`src/rtl/mpd_pkg.sv`:
```
// shared constants, types and state codes of the closest pair distance unit
package mpd_pkg;

   // coordinate and result widths
   localparam int CoordWidth       = 24;
   localparam int ProbeWidth       = 3 * CoordWidth;
   localparam int DiffWidth        = CoordWidth + 1;
   localparam int SqWidth          = 2 * CoordWidth + 1;
   localparam int SumWidth         = SqWidth + 1;
   localparam int DistWidth        = 25;
   localparam int RemWidth         = DistWidth + 3;
   localparam int StepCntWidth     = $clog2(DistWidth);
   localparam int RspDataWidth     = 32;
   localparam int DefaultMaxProbes = 16;

   // kind of an input word, carried on req_tuser
   localparam logic ModeProbe  = 1'b0;
   localparam logic ModeSystem = 1'b1;

   // sentinels for the empty batch
   localparam logic [SumWidth-1:0]  SqAllOnes   = '1;
   localparam logic [DistWidth-1:0] DistAllOnes = '1;

   typedef enum logic [2:0] {
      ST_IDLE,
      ST_SCAN,
      ST_DRAIN,
      ST_ROOT,
      ST_EMIT
   } mpd_state_type;

   // status of the distance pipeline
   typedef struct packed {
      logic busy;
      logic sum_valid;
   } mpd_pipe_status_type;

   // status of the square root unit
   typedef struct packed {
      logic busy;
      logic done;
   } mpd_root_status_type;

endpackage

```
`src/rtl/mpd_isqrt.sv`:
```
// floor square root, one result bit per cycle
module mpd_isqrt
   import mpd_pkg::*;
(
   input  logic                 clock,
   input  logic                 reset,
   input  logic                 start,
   input  logic [SumWidth-1:0]  value,
   output logic [DistWidth-1:0] root,
   output mpd_root_status_type  status
);

   logic [SumWidth-1:0]     val_ff, val_in;
   logic [RemWidth-1:0]     rem_ff, rem_in;
   logic [DistWidth-1:0]    root_ff, root_in;
   logic [StepCntWidth-1:0] cnt_ff, cnt_in;
   logic                    busy_ff, busy_in;
   logic                    done_ff, done_in;
   logic [RemWidth-1:0]     rem_shift;
   logic [RemWidth-1:0]     trial;
   logic                    fits;

   // one digit step: bring down two bits, try root*4+1
   always_comb begin
      rem_shift = {rem_ff[RemWidth-3:0], val_ff[SumWidth-1 -: 2]};
      trial     = {1'b0, root_ff, 2'b01};
      fits      = rem_shift >= trial;
   end

   always_comb begin
      val_in  = val_ff;
      rem_in  = rem_ff;
      root_in = root_ff;
      cnt_in  = cnt_ff;
      busy_in = busy_ff;
      done_in = 1'b0;
      if (start) begin
         val_in  = value;
         rem_in  = '0;
         root_in = '0;
         cnt_in  = '0;
         busy_in = 1'b1;
      end else if (busy_ff) begin
         val_in  = {val_ff[SumWidth-3:0], 2'b00};
         rem_in  = fits ? rem_shift - trial : rem_shift;
         root_in = {root_ff[DistWidth-2:0], fits};
         cnt_in  = cnt_ff + StepCntWidth'(1);
         if (cnt_ff == StepCntWidth'(DistWidth - 1)) begin
            busy_in = 1'b0;
            done_in = 1'b1;
         end
      end
   end

   // control state
   always_ff @(posedge clock) begin
      if (reset) begin
         busy_ff <= 1'b0;
         done_ff <= 1'b0;
         cnt_ff  <= '0;
      end else begin
         busy_ff <= busy_in;
         done_ff <= done_in;
         cnt_ff  <= cnt_in;
      end
   end

   // datapath
   always_ff @(posedge clock) begin
      val_ff  <= val_in;
      rem_ff  <= rem_in;
      root_ff <= root_in;
   end

   assign root          = root_ff;
   assign status.busy   = busy_ff;
   assign status.done   = done_ff;

endmodule

```
`config.mk`:
```
export PLATFORM = sky130hd
export DESIGN_NAME = mpd_isqrt
export DESIGN_NICKNAME = d
export VERILOG_FILES = /design/src/rtl/mpd_pkg.sv /design/src/rtl/mpd_isqrt.sv
export SDC_FILE = /design/constraint.sdc
export NUM_CORES = 1
export LEC_CHECK = 0
export BUFFER_PORTS_ARGS = -buffer_cell sky130_fd_sc_hd__buf_2
export CAP_MARGIN = 20
export CORE_MARGIN = 2
export CORE_UTILIZATION = 50
export CTS_BUF_LIST = sky130_fd_sc_hd__clkbuf_8
export CTS_CLUSTER_SIZE = 14
export DETAILED_ROUTE_END_ITERATION = 16
export PLACE_DENSITY = 0.73
export SLEW_MARGIN = 20
export SYNTH_ARGS = -nofsm -noshare
export SYNTH_HDL_FRONTEND = slang
export SYNTH_SLANG_ARGS = --single-unit
```
`constraint.sdc`:
```
create_clock -name clock -period 2.72 [get_ports clock]
set_clock_uncertainty 0.05 [all_clocks]
set_input_delay 0.408 -clock clock [delete_from_list [all_inputs] [get_ports clock]]
set_output_delay 0.408 -clock clock [all_outputs]
set_load 0.03 [all_outputs]
```
==> impl_metrics.tcl <==
set metrics [dict create \
    drc 0 \
    detailed_place.area_um2 6450 \
    initial_antenna_violation_count 0 \
    longest_clk_path_bufs 2 \
    power.density_cell_area_nw_per_um2 737 \
    avgSynthCellArea_um2 10.1 \
    grt_max_degree 46 \
    coreArea_um2 11500 \
    worst-path-max-fanout 21 \
    mappedNetlistArea_um2 5900 \
    grt_residual_overflow 0 \
    synth_edf_count 50 \
    routed-via-count 4475 \
    pre_cts_slack_ps 67.7 \
    max_slew_margin_pct 64.5 \
    power_mw 4.98 \
    clock_tree.htree_level_count 3 \
    power_leakage_nw 2.73 \
    cp_data_arrival_time_ps 2870 \
    gp_congestion 0.938 \
    cts_buffers 9 \
    drive_gt1_share_pct 27.8 \
    grt_use_total_pct 19.1 \
    final-instance-count-excl-fill 804 \
    route.detailed.wl_per_inst_um 14.7 \
    io-pin-count 80 \
    die-area_um2 12700 \
    yosys-top-cells-count "83 x nor2_1, 58 x dfxtp_1, 50 x edfxtp_1" \
    nNetsFinal 738 \
    yosys_warnings 0 \
    yosysUniqueCellTypes 54 \
    synth-seq-cells 108 \
    min_delay_path_depth 2 \
    post-route-min-period_ps 2620 \
    timing.setup.critical_path_class "reg -> reg" \
    drt_first_iter_violations 242 \
    placed_cells 784 \
    detail_route.first_pass.iterations 4 \
    area_growth_pct 14.5 \
    critPathCaptureType "flip-flop" \
    yosysTopAreaCellShare_pct 25.4 \
    synthesized_netlist_cell_count 585 \
    endpoints_failing_setup 0 \
    final_hold_viol_count 0 \
    die_width_um 113 \
    floorplan.rows 39 \
    cts_hold_repair.buffers 0 \
    finalWirelength_mm 11.9 \
    filler_cell_count 987 \
    vdd_drop_max_uv 472 \
    cts_tree "yes" \
    clk_pin_slew_worst_paths_ps 110 \
    dominantRegCellSynth "dfxtp_1" \
    final.setup.worst_slack_ps 101 \
    hold_ws_ps 110 \
    min-delay-path-class "in -> reg" \
    synth.area.top_cells "edfxtp_1 25%, dfxtp_1 20%, mux2_2 9.2%" \
    startpoint_type "flip-flop" \
    synthesis.nets 667 \
    timing.max_cap.violations 0 \
    postRouteAntennaNets 0 \
    run_status "finished, final reports clean" \
    cts_root_buffer "clkbuf_8" \
    first_pass_grt_wire_length_mm 19.8 \
    routed_via_density 5.57 \
    synthDominantAreaCellType "edfxtp_1" \
    ffs_w_async_s_r_synth_pct 0 \
    worst-r2r-cell-count 10 \
    post-route-util_pct 59.0 \
    worstPathRequired_ps 2970 \
    timing.fmax_ghz 0.382 \
    clk_latency_ps 390 \
    synth_most_common_cell "nor2_1" \
    die_height_um 113 \
    grt_setup_unrepaired "yes" \
    port_buffers 79 \
    stdcell_area_um2 6760 \
    proportion_of_synthesized_chip_area_in_sequential_cells_pct 45.1 \
    n_antenna_cell 0 \
    period_share_pct 96.3 \
    initial_utilization_pct 51.5 \
    cts_sink_cnt 108 \
    finalMaxSlewViolations 0 \
    sum_neg_setup_slack_ps 0 \
    dp.final_hpwl_mm 8.41 \
    via_count_of_the_first_global_routing_pass 4216 \
    tightest_slew_ps 533 \
]
## sequential cells by signal, summed over array words and instances (netlist names)
name,count
val_ff,50
rem_ff,26
busy_ff,1
cnt_ff,5
root,25
done_ff,1
## where the power goes
part	total, mW	internal [mW]	switching [mW]
Sequential	1.95	1.87	0.0881
Clock	1.08	0.461	0.616
Combinational	1.95	0.877	1.08
Total	4.98	3.20	1.78
## final timing paths
kind | from | to | slack [ps]
setup / recovery | root[3] | rem_ff[7] | 100
hold / removal | reset | busy_ff | 110
setup reg to reg | root[3] | rem_ff[7] | 100
hold reg to reg | rem_ff[0] | rem_ff[2] | 460
## critical path, stage by stage, from the launching register on
cell	delay, ps
dfxtp_2	360
inv_1	50
ha_2	370
nand4_1	250
a211oi_4	370
o311ai_4	130
nand3_2	130
a31oi_4	120
buf_12	200
a211o_1	280
a311oi_2	240
## placed cells by master (no fill, tap or decap), types with 5 or more instances in the layout
cell,Yosys,routed
nand2_1,22,22
nand4_1,7,7
nor3_1,10,9
buf_2,2,78
inv_1,34,34
a211oi_1,23,21
edfxtp_1,50,50
a21o_1,5,5
buf_4,4,12
nand2b_1,7,7
mux2_2,48,48
clkbuf_8,0,9
ha_1,29,28
dfxtp_1,58,53
nand3_1,5,5
nor2_1,83,81
xor2_1,12,12
o21ai_0,21,19
xnor2_1,12,12
a21oi_1,40,38
mux2i_1,33,33
## layout make-up
type / instances / area [um2] / share of cell area [%]
Multi-Input combinational cell: 410 / 3020 / 44.6
Sequential cell: 108 / 2670 / 39.5
Clock buffer: 9 / 124 / 1.83
Inverter: 34 / 128 / 1.89
Clock inverter: 7 / 103 / 1.52
Timing Repair Buffer: 93 / 541 / 8.00
Tap cell: 143 / 179 / 2.65
## routing by layer
metal | up-vias | track usage [%] | routed length (um)
met5 | - | 0 | 0
met4 | 0 | 6.10 | 129
met3 | 8 | 5.56 | 687
met2 | 105 | 30.5 | 5680
met1 | 2118 | 25.2 | 5360
li1 | 2244 | - | -
## kinds of logic after synthesis
logic type               Yosys count  synth area share [%]
adder cells (fa/ha/maj)           29                  6.15
buffers and inverters             67                  4.69
flip-flops                       108                  45.1
AO/OA/AOI/OAI                    123                  14.0
AND/OR/NAND/NOR                  153                  11.7
multiplexers                      81                  14.8
XOR/XNOR                          24                  3.56
## repair_timing
item,in CTS,in global routing
setup buffers,0,4
setup endpoints to repair,0,26
resized for setup,0,18
(Power assumes the default switching activity.)
