**config.mk**
```make
export PLATFORM = sky130hd
export DESIGN_NAME = mpd_dist_pipe
export DESIGN_NICKNAME = d
export VERILOG_FILES = /design/src/rtl/mpd_pkg.sv /design/src/rtl/mpd_dist_pipe.sv
export SDC_FILE = /design/constraint.sdc
export NUM_CORES = 2
export LEC_CHECK = 0
export BUFFER_PORTS_ARGS = -buffer_cell sky130_fd_sc_hd__buf_2
export CORE_ASPECT_RATIO = 0.8
export CORE_MARGIN = 5
export CORE_UTILIZATION = 53
export DETAILED_ROUTE_END_ITERATION = 8
export PLACE_DENSITY = 0.72
export SYNTH_ARGS = -nofsm -noshare
export SYNTH_HDL_FRONTEND = slang
export SYNTH_SLANG_ARGS = --single-unit
```
**constraint.sdc**
```tcl
create_clock -name clock -period 7.9 [get_ports clock]
set_input_delay 1.58 -clock clock [delete_from_list [all_inputs] [get_ports clock]]
set_output_delay 1.58 -clock clock [all_outputs]
set_load 0.02 [all_outputs]
```
**src/rtl/mpd_pkg.sv**
```systemverilog
// shared constants, types and state codes of the closest pair distance unit
package mpd_pkg;

   // coordinate and result widths
   localparam int CoordWidth       = 24;
   localparam int ProbeWidth       = 3 * CoordWidth;
   localparam int DiffWidth        = CoordWidth + 1;
   localparam int SqWidth          = 2 * CoordWidth + 1;
   localparam int SumWidth         = SqWidth + 1;
   localparam int DistWidth        = 25;
   localparam int RemWidth         = DistWidth + 3;
   localparam int StepCntWidth     = $clog2(DistWidth);
   localparam int RspDataWidth     = 32;
   localparam int DefaultMaxProbes = 16;

   // kind of an input word, carried on req_tuser
   localparam logic ModeProbe  = 1'b0;
   localparam logic ModeSystem = 1'b1;

   // sentinels for the empty batch
   localparam logic [SumWidth-1:0]  SqAllOnes   = '1;
   localparam logic [DistWidth-1:0] DistAllOnes = '1;

   typedef enum logic [2:0] {
      ST_IDLE,
      ST_SCAN,
      ST_DRAIN,
      ST_ROOT,
      ST_EMIT
   } mpd_state_type;

   // status of the distance pipeline
   typedef struct packed {
      logic busy;
      logic sum_valid;
   } mpd_pipe_status_type;

   // status of the square root unit
   typedef struct packed {
      logic busy;
      logic done;
   } mpd_root_status_type;

endpackage

```
**src/rtl/mpd_dist_pipe.sv**
```systemverilog
// squared distance pipeline: difference, square, sum, one stage each
module mpd_dist_pipe
   import mpd_pkg::*;
(
   input  logic                  clock,
   input  logic                  reset,
   input  logic                  issue,
   input  logic [ProbeWidth-1:0] probe,
   input  logic [ProbeWidth-1:0] atom,
   output logic [SumWidth-1:0]   sum,
   output mpd_pipe_status_type   status
);

   logic                       mem_valid_ff;
   logic                       abs_valid_ff;
   logic                       sq_valid_ff;
   logic                       sum_valid_ff;
   logic [DiffWidth-1:0]       abs_in [3];
   logic [DiffWidth-1:0]       abs_ff [3];
   logic [SqWidth-1:0]         sq_in [3];
   logic [SqWidth-1:0]         sq_ff [3];
   logic [SumWidth-1:0]        sum_in;
   logic [SumWidth-1:0]        sum_ff;
   logic signed [DiffWidth-1:0] diff [3];
   logic [2*DiffWidth-1:0]     prod [3];

   // per-axis absolute difference
   always_comb begin
      for (int a = 0; a < 3; a++) begin
         diff[a] = DiffWidth'(signed'(probe[a*CoordWidth +: CoordWidth]))
                 - DiffWidth'(signed'(atom[a*CoordWidth +: CoordWidth]));
         abs_in[a] = diff[a][DiffWidth-1] ? DiffWidth'(-diff[a]) : DiffWidth'(diff[a]);
      end
   end

   // per-axis square, magnitude is at most 2^24
   always_comb begin
      for (int a = 0; a < 3; a++) begin
         prod[a]  = abs_ff[a] * abs_ff[a];
         sq_in[a] = prod[a][SqWidth-1:0];
      end
   end

   // sum of the three squares
   assign sum_in = SumWidth'(sq_ff[0]) + SumWidth'(sq_ff[1]) + SumWidth'(sq_ff[2]);

   // valid chain
   always_ff @(posedge clock) begin
      if (reset) begin
         mem_valid_ff <= 1'b0;
         abs_valid_ff <= 1'b0;
         sq_valid_ff  <= 1'b0;
         sum_valid_ff <= 1'b0;
      end else begin
         mem_valid_ff <= issue;
         abs_valid_ff <= mem_valid_ff;
         sq_valid_ff  <= abs_valid_ff;
         sum_valid_ff <= sq_valid_ff;
      end
   end

   // data stages
   always_ff @(posedge clock) begin
      abs_ff <= abs_in;
      sq_ff  <= sq_in;
      sum_ff <= sum_in;
   end

   assign sum              = sum_ff;
   assign status.sum_valid = sum_valid_ff;
   assign status.busy      = mem_valid_ff | abs_valid_ff | sq_valid_ff | sum_valid_ff;

endmodule

```
==> qor.yml <==
status: "finished clean"
via_per_inst: 5.31
final_common_cell: "inv_1"
postSynthCellCount: 7453
design.core.area_sq_um: 127000
gp_congestion: 0.952
wire_per_inst_microns: 18.3
drive_gt1_frac: 0.0556
synth_area_per_cell_sq_um: 9.09
fmax_mhz: 132
async_flop_share: 0
routed_wl_mm: 170
start_util: 0.533
ant_nets: 0
skew_ps: 24.8
drt_first_iter_violations: 3422
synth_edf_count: 0
grt-ovfl-total: 0
grt_pass1_wl_mm: 279
cts_max_level: 1
setup_ws_ps: 308
use_met1: 0.370
reg2reg_slack_ps: 310
clockRootBuffer: "clkbuf_16"
clock_path_buffers: 3
cts.sink_count: 273
slew_violations: 0
clk_pin_slew_ps: 70
place_ws_ps: 186
core.rowCount: 117
cts_buffers: 30
die_h_microns: 330
max_cap_violations: 0
cp_cell_sequence: "inv_1 -> nor2_1 -> fa_1 -> fa_1 -> inv_1 -> fa_1 -> fa_1 -> inv_1 -> fa_1 -> fa_1 -> inv_1 -> fa_1 -> inv_1 -> ha_1 -> nand4_1 -> nor2_1 -> o311ai_0 -> a21oi_1 -> o2111ai_1 -> a21oi_1 -> nor3_1 -> o41ai_1 -> a21oi_1 -> xnor2_1"
antenna_found_initial: 6
fin_util: 0.567
grt_pass1_vias: 53200
worst_path_largest_cell_delay_ps: 610
die_x_microns: 410
crit_path_end_kind: "register"
cpMostUsedCell: "fa_1"
setup_viol: 0
grt_util_met3: 0.0404
synth.distinct_cells: 85
clk_latency_ps: 650
rsz0062_at_grt: "false"
start_kind: "register"
syn_to_final_growth_pct: 6.41
vias: 49400
grt-busiest-layer: "met2"
syn_area_sq_um: 67800
cts_resized: 0
worstSetupPathType: "register to register"
fin_setup_tns_ps: 0
tritoncts: "done"
cp_slowest_cell: "dfxtp_1"
yosysWarnings: 0
use_met2: 0.416
portBuffers: 198
min_period_ps: 7590
fin_nets: 9876
synth_seq_area_share: 0.0806
cp_max_fo: 8
hp-class: "register to register"
drc_errors: 0
critPathRequiredTime_ps: 8420
hold_buffers: 0
r2r_start: "abs_ff[36]$_DFF_P_"
relSlewSlack: 0.432
place.detailed.hpwl_mm: 147
post_cts_buffers: 0
hold_viol: 0
worstHoldStart: "sq_valid_ff$_SDFF_PP0_"
synth_seq_cells: 273
ys.flop_type: "dfxtp_1"
die_area_sq_um: 135000
track_usage: 0.258
ios: 199
crit_arrival_ps: 8110
final_cell_mix: "2,077 x inv_1, 1,450 x fa_1, 677 x ha_1"
post-route-period-util: 0.961
worst_slew_pin_slew_ps: 846
grt_start_max_net_pins: 25
cp-startpoint: "abs_ff[36]$_DFF_P_"
drt-pass1-iter-count: 6
cell families (layout without fill, tap and decap cells):
| group | Yosys count | count (layout) | share of synthesized area |
|---|---|---|---|
| compound gates | 849 | 849 | 0.0810 |
| xor+xnor | 337 | 337 | 0.0436 |
| fa+ha+maj | 2127 | 2127 | 0.553 |
| buf+inv | 2281 | 2451 | 0.126 |
| flops | 273 | 273 | 0.0806 |
| mux | 7 | 7 | 0.00111 |
| other cells | 1 | 5 | 0.0000553 |
| simple gates | 1578 | 1578 | 0.114 |
stage by stage:
stage / instance area [sq um] / instances / hold WS, ps
after CTS: 72100 / 9291 / 470
after floorplan: 67800 / 7455 / 411
final: 72100 / 9293 / 470
after global routing: 72100 / 9291 / 478
after detailed placement: 71000 / 9236 / 451
after global placement: 71000 / 9236 / 444
worst paths after layout:
check | end | cells past startpoint
setup / recovery | sq_ff[94]$_DFF_P_ | 24
hold / removal | sum_valid_ff$_SDFF_PP0_ | 1
setup reg to reg | sq_ff[94]$_DFF_P_ | 24
hold reg to reg | sum_valid_ff$_SDFF_PP0_ | 1
sequential cells by signal (all words and copies together), names as in the netlist:
name / count
sq_ff: 144
abs_ff: 75
sum: 50
abs_valid_ff: 1
mem_valid_ff: 1
sq_valid_ff: 1
sum_valid_ff: 1
synthesized netlist by cell type, types with 29 or more instances:
cell | number | area, sq um
nand3_1 | 67 | 335
clkbuf_1 | 199 | 747
xor2_1 | 120 | 1050
fa_1 | 1450 | 29000
a211oi_1 | 29 | 218
a21oi_1 | 267 | 1340
xnor2_1 | 217 | 1900
ha_1 | 677 | 8470
o21bai_1 | 33 | 248
nand2b_1 | 29 | 181
o21ai_0 | 142 | 711
nor2_1 | 226 | 848
dfxtp_1 | 273 | 5470
and3_1 | 38 | 238
nand4_1 | 30 | 188
and2_1 | 385 | 2410
o21a_1 | 32 | 240
inv_1 | 2077 | 7800
a21o_1 | 154 | 1160
nor2b_1 | 60 | 375
nor3_1 | 35 | 175
nand2_1 | 619 | 2320
final cells by class:
cell class / instances / area, sq um
clock inverter: 18 / 239
antenna: 2 / 5.00
clock buffer: 37 / 837
tap: 1666 / 2080
sequential: 273 / 5490
inverter: 2077 / 7800
fill: 11300 / 55100
multi-input combinational: 4901 / 53800
timing repair buffer: 319 / 1910
critical path, delay by kind of cell (launching register included):
family | cells | cell delay [ps]
adder cells (fa/ha/maj) | 8 | 3990
AO/OA/AOI/OAI | 6 | 1460
AND/OR/NAND/NOR | 4 | 680
flip-flops | 1 | 610
buffers and inverters | 5 | 580
XOR/XNOR | 1 | 150
per-layer routing:
| metal | share of wire | vias up |
|---|---|---|
| li1 | - | 22700 |
| met1 | 0.44 | 24800 |
| met2 | 0.46 | 1581 |
| met3 | 0.076 | 268 |
| met4 | 0.026 | 0 |
| met5 | 0 | - |
Power is left out: the tool's default activity adds up to more than one toggle a clock period on the data nets, which glitch-free logic cannot reach.
