File: config.mk
export PLATFORM = sky130hd
export DESIGN_NAME = mpd_probe_mem
export DESIGN_NICKNAME = d
export VERILOG_FILES = /design/src/rtl/mpd_pkg.sv /design/src/rtl/mpd_probe_mem.sv
export SDC_FILE = /design/constraint.sdc
export NUM_CORES = 1
export LEC_CHECK = 0
export BUFFER_PORTS_ARGS = -buffer_cell sky130_fd_sc_hd__buf_4
export CAP_MARGIN = 20
export CORE_MARGIN = 2
export CORE_UTILIZATION = 35
export DETAILED_ROUTE_END_ITERATION = 12
export PLACE_DENSITY_LB_ADDON = 0.08
export SYNTH_ARGS = -nofsm -noshare
export SYNTH_HDL_FRONTEND = slang
export SYNTH_SLANG_ARGS = --single-unit
export TNS_END_PERCENT = 50
File: constraint.sdc
create_clock -name clock -period 10.88 [get_ports clock]
set_clock_uncertainty 0.15 [all_clocks]
set_input_delay 2.176 -clock clock [delete_from_list [all_inputs] [get_ports clock]]
set_output_delay 2.176 -clock clock [all_outputs]
set_load 0.02 [all_outputs]
File: src/rtl/mpd_pkg.sv
// shared constants, types and state codes of the closest pair distance unit
package mpd_pkg;

   // coordinate and result widths
   localparam int CoordWidth       = 24;
   localparam int ProbeWidth       = 3 * CoordWidth;
   localparam int DiffWidth        = CoordWidth + 1;
   localparam int SqWidth          = 2 * CoordWidth + 1;
   localparam int SumWidth         = SqWidth + 1;
   localparam int DistWidth        = 25;
   localparam int RemWidth         = DistWidth + 3;
   localparam int StepCntWidth     = $clog2(DistWidth);
   localparam int RspDataWidth     = 32;
   localparam int DefaultMaxProbes = 16;

   // kind of an input word, carried on req_tuser
   localparam logic ModeProbe  = 1'b0;
   localparam logic ModeSystem = 1'b1;

   // sentinels for the empty batch
   localparam logic [SumWidth-1:0]  SqAllOnes   = '1;
   localparam logic [DistWidth-1:0] DistAllOnes = '1;

   typedef enum logic [2:0] {
      ST_IDLE,
      ST_SCAN,
      ST_DRAIN,
      ST_ROOT,
      ST_EMIT
   } mpd_state_type;

   // status of the distance pipeline
   typedef struct packed {
      logic busy;
      logic sum_valid;
   } mpd_pipe_status_type;

   // status of the square root unit
   typedef struct packed {
      logic busy;
      logic done;
   } mpd_root_status_type;

endpackage

File: src/rtl/mpd_probe_mem.sv
// probe atom store, one write and one registered read port
module mpd_probe_mem
   import mpd_pkg::*;
#(
   parameter int Depth     = DefaultMaxProbes,
   parameter int AddrWidth = 4
) (
   input  logic                  clock,
   input  logic                  wr_en,
   input  logic [AddrWidth-1:0]  wr_addr,
   input  logic [ProbeWidth-1:0] wr_data,
   input  logic                  rd_en,
   input  logic [AddrWidth-1:0]  rd_addr,
   output logic [ProbeWidth-1:0] rd_data
);

   logic [ProbeWidth-1:0] mem [Depth];
   logic [ProbeWidth-1:0] rd_data_ff;

   // write port
   always_ff @(posedge clock) begin
      if (wr_en) begin
         mem[wr_addr] <= wr_data;
      end
   end

   // read port, registered
   always_ff @(posedge clock) begin
      if (rd_en) begin
         rd_data_ff <= mem[rd_addr];
      end
   end

   assign rd_data = rd_data_ff;

endmodule

==> flow_summary.json, run 1 <==
{
  "status": "complete, no violations",
  "critical-path-max-stage-delay_ns": 0.69,
  "io_buffers": 154,
  "route.detailed.drc": 0,
  "cts_hold_buffers": 0,
  "clock_power_share_pct": 41.9,
  "required_ns": 11.09,
  "path_cells": "buf_4 > nand2b_1 > nor2_4 > buf_4 > buf_4",
  "finalHoldViolCount": 0,
  "antenna_found_initial": 8,
  "grtUsageTotal_pct": 17.32,
  "p_int_mw": 7.956,
  "placed_area_um2": 48570,
  "drive_gt1_share_pct": 31.07,
  "final_cell_mix": "edfxtp_1, mux4_2, buf_4",
  "min_period_ns": 4.430,
  "p_comb_share_pct": 5.0,
  "criticalPathCategory": "primary input to flop",
  "slew_headroom_pct": 24.24,
  "power_mw": 10.08,
  "synthesis.nets": 1933,
  "clock_latency_ns": 0.75,
  "register_area_um2": 36760,
  "seq_power_share_pct": 53.1,
  "route.antenna.remaining_nets": 0,
  "cp_common_cell": "buf_4",
  "nFillCells": 11175,
  "vias_per_cell": 5.211,
  "gr-total-overflow": 0,
  "final_common_cell": "edfxtp_1",
  "grt_max_degree": 140,
  "synth_top_area_share_pct": 81.19,
  "worst_ir_drop_vdd_uv": 148.1,
  "core-area_um2": 128000,
  "cts_tree": "yes",
  "vias": 20443,
  "arrival_ns": 4.64,
  "dieWidth_um": 363.6,
  "setup_violations": 0,
  "end_kind": "flop",
  "worst_path_max_delay_cell": "buf_4",
  "post_cts_buffers": 0,
  "power_density_nw_per_um2": 191.5,
  "cts.sinks": 1224,
  "netlist_instances": 1850,
  "cts_max_level": 4,
  "place_congestion": 0.6708,
  "tns_ns": 0,
  "netSwitchingFraction_pct": 21.06,
  "die_h_um": 363.6,
  "min_path_type": "flop to flop",
  "drv_cap": 0,
  "drtIter0Drc": 2023,
  "crit_fanout": 34,
  "grt_first_pass_wirelength_um": 161300,
  "critPathTopFamily": "buffers and inverters",
  "wirelength_um": 112500,
  "clk_pin_slew_ns": 0.05,
  "synth.avg_cell_area_um2": 24.47,
  "final_area_um2": 52630,
  "routedWlPerCell_um": 28.69,
  "start_kind": "primary input",
  "first_global_vias": 22130,
  "power.switching_mw": 2.122,
  "final_nets": 2176,
  "cts-root-buf": "clkbuf_16",
  "firstDrtPassIters": 5,
  "multi_input_area_um2": 8105,
  "synth_area_um2": 45270,
  "ctsLongestPathBuffers": 3,
  "rsz0062_at_grt": "no",
  "critPathBufInv": 3,
  "synthDistinctLibCells": 17,
  "dp_hpwl_um": 54580,
  "start_util_pct": 35.36,
  "ys_ff_latch": 1224,
  "worst_slew_pin_slew_ns": 1.136,
  "synth_top_area_cell": "edfxtp_1",
  "syn_to_final_growth_pct": 16.25,
  "p_leak_nw": 16.58,
  "fin_util_pct": 41.11,
  "io_pins": 155,
  "ys_warn_count": 0,
  "drv_slew": 0,
  "synth_seq_area_share_pct": 81.19,
  "synth_area_leaders": "edfxtp_1, mux4_2, a22oi_1, nand2_1, buf_6",
  "dieArea_um2": 132200,
  "final.period_utilization_pct": 40.71,
  "num_rows": 131,
  "tritoncts.num_buffers": 135,
  "cts_resized": 0,
  "fmax_mhz": 225.8
}
power by group through the flow:
stage	clock [mW]	combinational (mW)	sequential (mW)
floorplan	0	0.253	5.47
global placement	0	0.511	5.45
detailed placement	0	0.519	5.45
CTS	4.35	0.519	5.35
global route	4.54	0.546	5.36
finish	4.23	0.502	5.35
Yosys cell counts:
cell type,count
nand3b_1,2
or3b_2,1
clkbuf_1,50
mux4_2,288
nor2b_1,2
nand2b_1,2
buf_6,19
buf_4,9
nand3_1,1
nor3_1,4
nor2_1,13
and2_1,1
buf_2,10
nand2_1,73
edfxtp_1,1224
a22oi_1,144
buf_1,7
flip-flops by register name (all words and copies together) (netlist names):
register	cells
rd_data	72
mem	1152
final cells by class:
class | count | share of cell area [%]
tap | 1729 | 4.111
sequential | 1224 | 69.84
clock buffer | 176 | 6.914
timing repair buffer | 201 | 2.943
antenna | 2 | 0.009510
clock inverter | 60 | 0.7822
multi-input combinational | 531 | 15.40
through the flow:
stage                     instances  setup WS [ns]  hold slack (ns)
after CTS                      3921          6.447           0.5967
final                          3923          6.450           0.5941
after global routing           3922          6.340           0.6073
after floorplan                1850          2.563           0.5603
after global placement         3685          5.692           0.5723
after detailed placement       3685          5.647           0.5816
tightest hold or removal path, stage by stage, from the launching register on:
cell and delay [ns]:
edfxtp_1 0.31, mux4_2 0.22, a22oi_1 0.06, nand2_1 0.05
worst paths after layout:
| check | startpoint | end | slack (ns) | cells after the start |
|---|---|---|---|---|
| worst min-delay path | mem[15][56]$_DFFE_PP_ | rd_data[56]$_DFFE_PP_ | 0.59 | 3 |
| worst max-delay path | wr_addr[0] | mem[14][56]$_DFFE_PP_ | 6.45 | 5 |
| worst min register to register | mem[15][56]$_DFFE_PP_ | rd_data[56]$_DFFE_PP_ | 0.59 | 3 |
| worst max register to register | mem[11][57]$_DFFE_PP_ | rd_data[57]$_DFFE_PP_ | 9.17 | 3 |
routing by layer:
metal / vias up / track usage (%) / part of all wire [%]
met3: 148 / 3.378 / 5.1
met4: 12 / 4.605 / 1.9
met1: 11266 / 24.43 / 45
li1: 8501 / - / -
met5: - / 0 / 0.062
met2: 516 / 27.62 / 48
kinds of logic after synthesis:
logic type | after synthesis | share of synthesized area (%)
AND/OR/NAND/NOR | 99 | 0.8899
AO/OA/AOI/OAI | 144 | 2.388
buffers and inverters | 95 | 1.205
flip-flops | 1224 | 81.19
multiplexers | 288 | 14.33
Note: power is estimated with default switching activity, not from simulation.
==> inputs of run 2 (changes only) <==
Clock period 10.88 ns to 4.2 ns, I/O delays scaled along.
==> flow_summary.json, run 2 (synthesis gave the netlist of run 1 again) <==
{
  "min_path_type": "primary input to flop",
  "end_kind": "primary output",
  "finalHoldViolCount": 0,
  "num_rows": 131,
  "grt_first_pass_wirelength_um": 164000,
  "p_leak_nw": 16.80,
  "fmax_mhz": 410.7,
  "critical-path-max-stage-delay_ns": 0.52,
  "holdWs_ns": 0.2708,
  "clk_pin_slew_ns": 0.06,
  "power_density_nw_per_um2": 490.0,
  "vias_per_cell": 5.206,
  "drive_gt1_share_pct": 31.64,
  "min_period_ns": 2.435,
  "rsz0062_at_grt": "no",
  "ctsLongestPathBuffers": 3,
  "cts_resized": 0,
  "io_pins": 155,
  "critPathBufInv": 1,
  "die_h_um": 363.6,
  "path_cells": "buf_4",
  "dieWidth_um": 363.6,
  "drv_slew": 0,
  "final_common_cell": "edfxtp_1",
  "worst_path_max_delay_cell": "edfxtp_1",
  "place_congestion": 0.6754,
  "arrival_ns": 1.45,
  "setup_violations": 0,
  "status": "complete, no violations",
  "vias": 20495,
  "power_mw": 26.10,
  "antenna_found_initial": 10,
  "start_util_pct": 35.36,
  "preCtsSetupSlack_ns": 1.138,
  "cts_hold_buffers": 0,
  "nFillCells": 11122,
  "largest_register": "mem",
  "grt_max_degree": 73,
  "drtIter0Drc": 1571,
  "worst_slew_pin_slew_ns": 0.9474,
  "final_nets": 2193,
  "slew_headroom_pct": 36.84,
  "criticalPathCategory": "flop to primary output",
  "critPathTopFamily": "flip-flops",
  "drv_cap": 0,
  "clock_latency_ns": 0.71,
  "largest_reg_flops": 1152,
  "cts_tree": "yes",
  "gr-total-overflow": 0,
  "core-area_um2": 128000,
  "dieArea_um2": 132200,
  "firstDrtPassIters": 5,
  "cts_max_level": 4,
  "worst_slack_ns": 1.765,
  "io_buffers": 154,
  "route.antenna.remaining_nets": 0,
  "dp_hpwl_um": 53940,
  "first_global_vias": 22284,
  "wirelength_um": 115000,
  "tritoncts.num_buffers": 135,
  "route.detailed.drc": 0,
  "post_cts_buffers": 0,
  "cts-root-buf": "clkbuf_16",
  "start_kind": "flop",
  "final.period_utilization_pct": 57.98,
  "required_ns": 3.21,
  "grtUsageTotal_pct": 17.68,
  "syn_to_final_growth_pct": 17.64,
  "routedWlPerCell_um": 29.21,
  "cts.sinks": 1224,
  "crit_fanout": 1,
  "final_cell_mix": "edfxtp_1, mux4_2, buf_4",
  "worst_ir_drop_vdd_uv": 333.2
}
## run 2: changes by cell type in the layout (fill, tap and decap cells not counted), sizes merged
| cell | delta |
|---|---|
| buf | +17 |
| clkinv | +3 |
| inv | -6 |
## run 2: per-layer routing
metal  part of all wire [%]  global-route usage [%]
met4                    1.6                   4.426
met3                    5.2                   3.501
met2                     49                   28.79
met1                     44                   24.50
met5                  0.076                       0
## run 2: metrics by stage
stage | area, um^2 | util, % | cells | TNS, ns
2_1_floorplan | 45310 | - | 1850 | -545.23
3_3_place_gp | 49230 | 38.45 | 3702 | 0
3_5_place_dp | 49230 | 38.45 | 3702 | 0
4_1_cts | 53250 | 41.60 | 3935 | 0
5_1_grt | 53250 | 41.60 | 3935 | 0
6_report | 53260 | 41.60 | 3937 | 0
## run 2: cell type report
class                      count  area [um^2]  area share (%)
antenna                        2        5.005        0.009398
clock inverter                57        365.4          0.6860
tap                         1729         2163           4.062
clock buffer                 176         3660           6.872
sequential                  1224        36760           69.02
timing repair buffer         218         2177           4.088
multi-input combinational    531         8130           15.27
## run 2: path summary, 6_finish.rpt
| kind | from | end | slack, ns | depth (start not counted) |
|---|---|---|---|---|
| worst max register to register | mem[3][4]$_DFFE_PP_ | rd_data[4]$_DFFE_PP_ | 2.45 | 3 |
| worst min-delay path | wr_data[10] | mem[13][10]$_DFFE_PP_ | 0.27 | 1 |
| worst max-delay path | rd_data[28]$_DFFE_PP_ | rd_data[28] | 1.77 | 1 |
| worst min register to register | mem[12][52]$_DFFE_PP_ | rd_data[52]$_DFFE_PP_ | 0.60 | 3 |
## run 2: where the power goes
part           total, mW  switching, mW  leakage [nW]  internal [mW]
combinational       1.34          0.794          3.70          0.547
clock               10.9           4.56          1.98           6.34
sequential          13.9         0.0905          11.1           13.8
==> inputs of run 3 (changes only) <==
Clock period 4.2 ns to 2.5 ns, I/O delays scaled along.
==> flow_summary.json, run 3 (synthesis gave the netlist of run 1 again) <==
{
  "status": "complete, no violations",
  "num_rows": 131,
  "grt_max_degree": 47,
  "fmax_mhz": 474.4,
  "io_buffers": 154,
  "slew_headroom_pct": 64.36,
  "min_period_ns": 2.108,
  "route.antenna.remaining_nets": 0,
  "critPathTopFamily": "flip-flops",
  "worst_slew_pin_slew_ns": 0.5333,
  "setup_violations": 0,
  "first_global_vias": 22904,
  "placed_cells": 3776,
  "drtIter0Drc": 1793,
  "cts_max_level": 4,
  "antenna_found_initial": 8,
  "clock_power_share_pct": 41.9,
  "route.detailed.drc": 0,
  "criticalPathCategory": "flop to primary output",
  "drv_cap": 0,
  "critical-path-max-stage-delay_ns": 0.51,
  "ff2ff_path_depth": 3,
  "worst_ir_drop_vdd_uv": 600.8,
  "seq_power_share_pct": 52.4,
  "hp-start": "wr_addr[0]",
  "syn_to_final_growth_pct": 22.01,
  "tns_ns": 0,
  "netSwitchingFraction_pct": 21.02,
  "hold_depth": 3,
  "firstDrtPassIters": 5,
  "drive_gt1_share_pct": 32.89,
  "core-area_um2": 128000,
  "post_cts_buffers": 0,
  "r2r_slack_ns": 0.81,
  "p_comb_share_pct": 5.6,
  "final_cell_mix": "edfxtp_1, mux4_2, buf_4",
  "cts.sinks": 1224,
  "dp_hpwl_um": 65260,
  "largest_register": "mem",
  "drv_slew": 0,
  "r2r-start": "mem[3][2]$_DFFE_PP_",
  "io_pins": 155,
  "dieArea_um2": 132200,
  "crit_fanout": 1,
  "placed_area_um2": 50400,
  "power_density_nw_per_um2": 803.9,
  "wirelength_um": 115500,
  "arrival_ns": 1.46,
  "place_congestion": 0.7193,
  "vias": 21080,
  "end_kind": "primary output",
  "final_nets": 2340,
  "critPathBufInv": 1,
  "start_util_pct": 35.36,
  "cts-root-buf": "clkbuf_16",
  "p_int_mw": 35.07,
  "dieWidth_um": 363.6,
  "final.period_utilization_pct": 84.31,
  "cts_tree": "yes",
  "power.switching_mw": 9.335,
  "largest_reg_flops": 1152,
  "rsz0062_at_grt": "no",
  "fin_util_pct": 43.15,
  "path_cells": "buf_4",
  "final_area_um2": 55230,
  "ctsLongestPathBuffers": 3,
  "fin_cells": 4085,
  "clock_latency_ns": 0.74,
  "clk_pin_slew_ns": 0.06,
  "grt_first_pass_wirelength_um": 167000,
  "antenna_cells": 0,
  "routedWlPerCell_um": 28.27,
  "gr-total-overflow": 0,
  "final_common_cell": "edfxtp_1",
  "min_path_type": "primary input to flop",
  "min_to": "mem[8][30]$_DFFE_PP_",
  "nFillCells": 10941,
  "required_ns": 1.85,
  "r2r_end": "rd_data[2]$_DFFE_PP_",
  "p_leak_nw": 17.68,
  "die_h_um": 363.6,
  "vias_per_cell": 5.160,
  "worst_path_max_delay_cell": "edfxtp_1",
  "grtUsageTotal_pct": 17.84,
  "tritoncts.num_buffers": 135,
  "start_kind": "flop",
  "finalHoldViolCount": 0
}
[run 3: changes by cell type in the layout (fill, tap and decap cells not counted), sizes merged]
| cell | delta |
|---|---|
| buf | +74 |
| bufinv | +2 |
| clkbuf | -3 |
| clkinv | -2 |
| diode | -2 |
| dlygate4sd3 | +73 |
| inv | +6 |
[run 3: layout make-up]
cell class | instances | area [um^2] | area share (%)
timing repair buffer | 365 | 4064 | 7.358
clock inverter | 63 | 479.2 | 0.8676
multi-input combinational | 531 | 8145 | 14.75
clock buffer | 173 | 3627 | 6.567
tap | 1729 | 2163 | 3.917
sequential | 1224 | 36760 | 66.54
[run 3: layer usage]
metal	up-vias	wire, um	GRT usage [%]
met2	468	54450	27.75
met3	126	4644	2.996
met5	-	71	0
met4	10	1703	4.418
met1	11631	54630	26.24
li1	8845	-	-
[run 3: stage by stage]
stage | hold slack (ns) | power, mW | worst slack (ns)
after global routing | 0.1365 | 45.97 | 0.3286
after global placement | 0.5749 | 26.12 | -0.01595
after detailed placement | 0.5821 | 26.18 | -0.0003684
after CTS | 0.09155 | 45.04 | 0.2801
final | 0.1593 | 44.40 | 0.3923
after floorplan | 0.4489 | 24.89 | -0.8076
[run 3: worst max-delay path by stage]
stage,start,end,slack (ns),cells after the start
final,rd_data[33]$_DFFE_PP_,rd_data[33],0.39,1
after global routing,rd_data[33]$_DFFE_PP_,rd_data[33],0.33,1
after CTS,rd_data[14]$_DFFE_PP_,rd_data[14],0.28,1
after detailed placement,rd_addr[0],rd_data[31]$_DFFE_PP_,-0.0004,6
after global placement,rd_addr[0],rd_data[21]$_DFFE_PP_,-0.02,6
after floorplan,wr_addr[2],mem[0][0]$_DFFE_PP_,-0.81,2
[run 3: worst register-to-register path: stages (launching register included)]
cell	delay, ns
edfxtp_1	0.37
mux4_2	0.47
a22oi_1	0.32
nand2_1	0.11
[run 3: power by group through the flow]
stage / Clock (mW) / Combinational (mW) / Sequential [mW]
after global placement: 0 / 2.42 / 23.7
final: 18.6 / 2.50 / 23.3
after detailed placement: 0 / 2.46 / 23.7
after CTS: 19.2 / 2.57 / 23.3
after floorplan: 0 / 1.11 / 23.8
after global routing: 20.0 / 2.70 / 23.3
[run 3: timing repair]
action                      CTS  global route
resized for setup             0             0
hold endpoints to repair   1161             0
hold buffers                 73             0
setup endpoints to repair     0             0
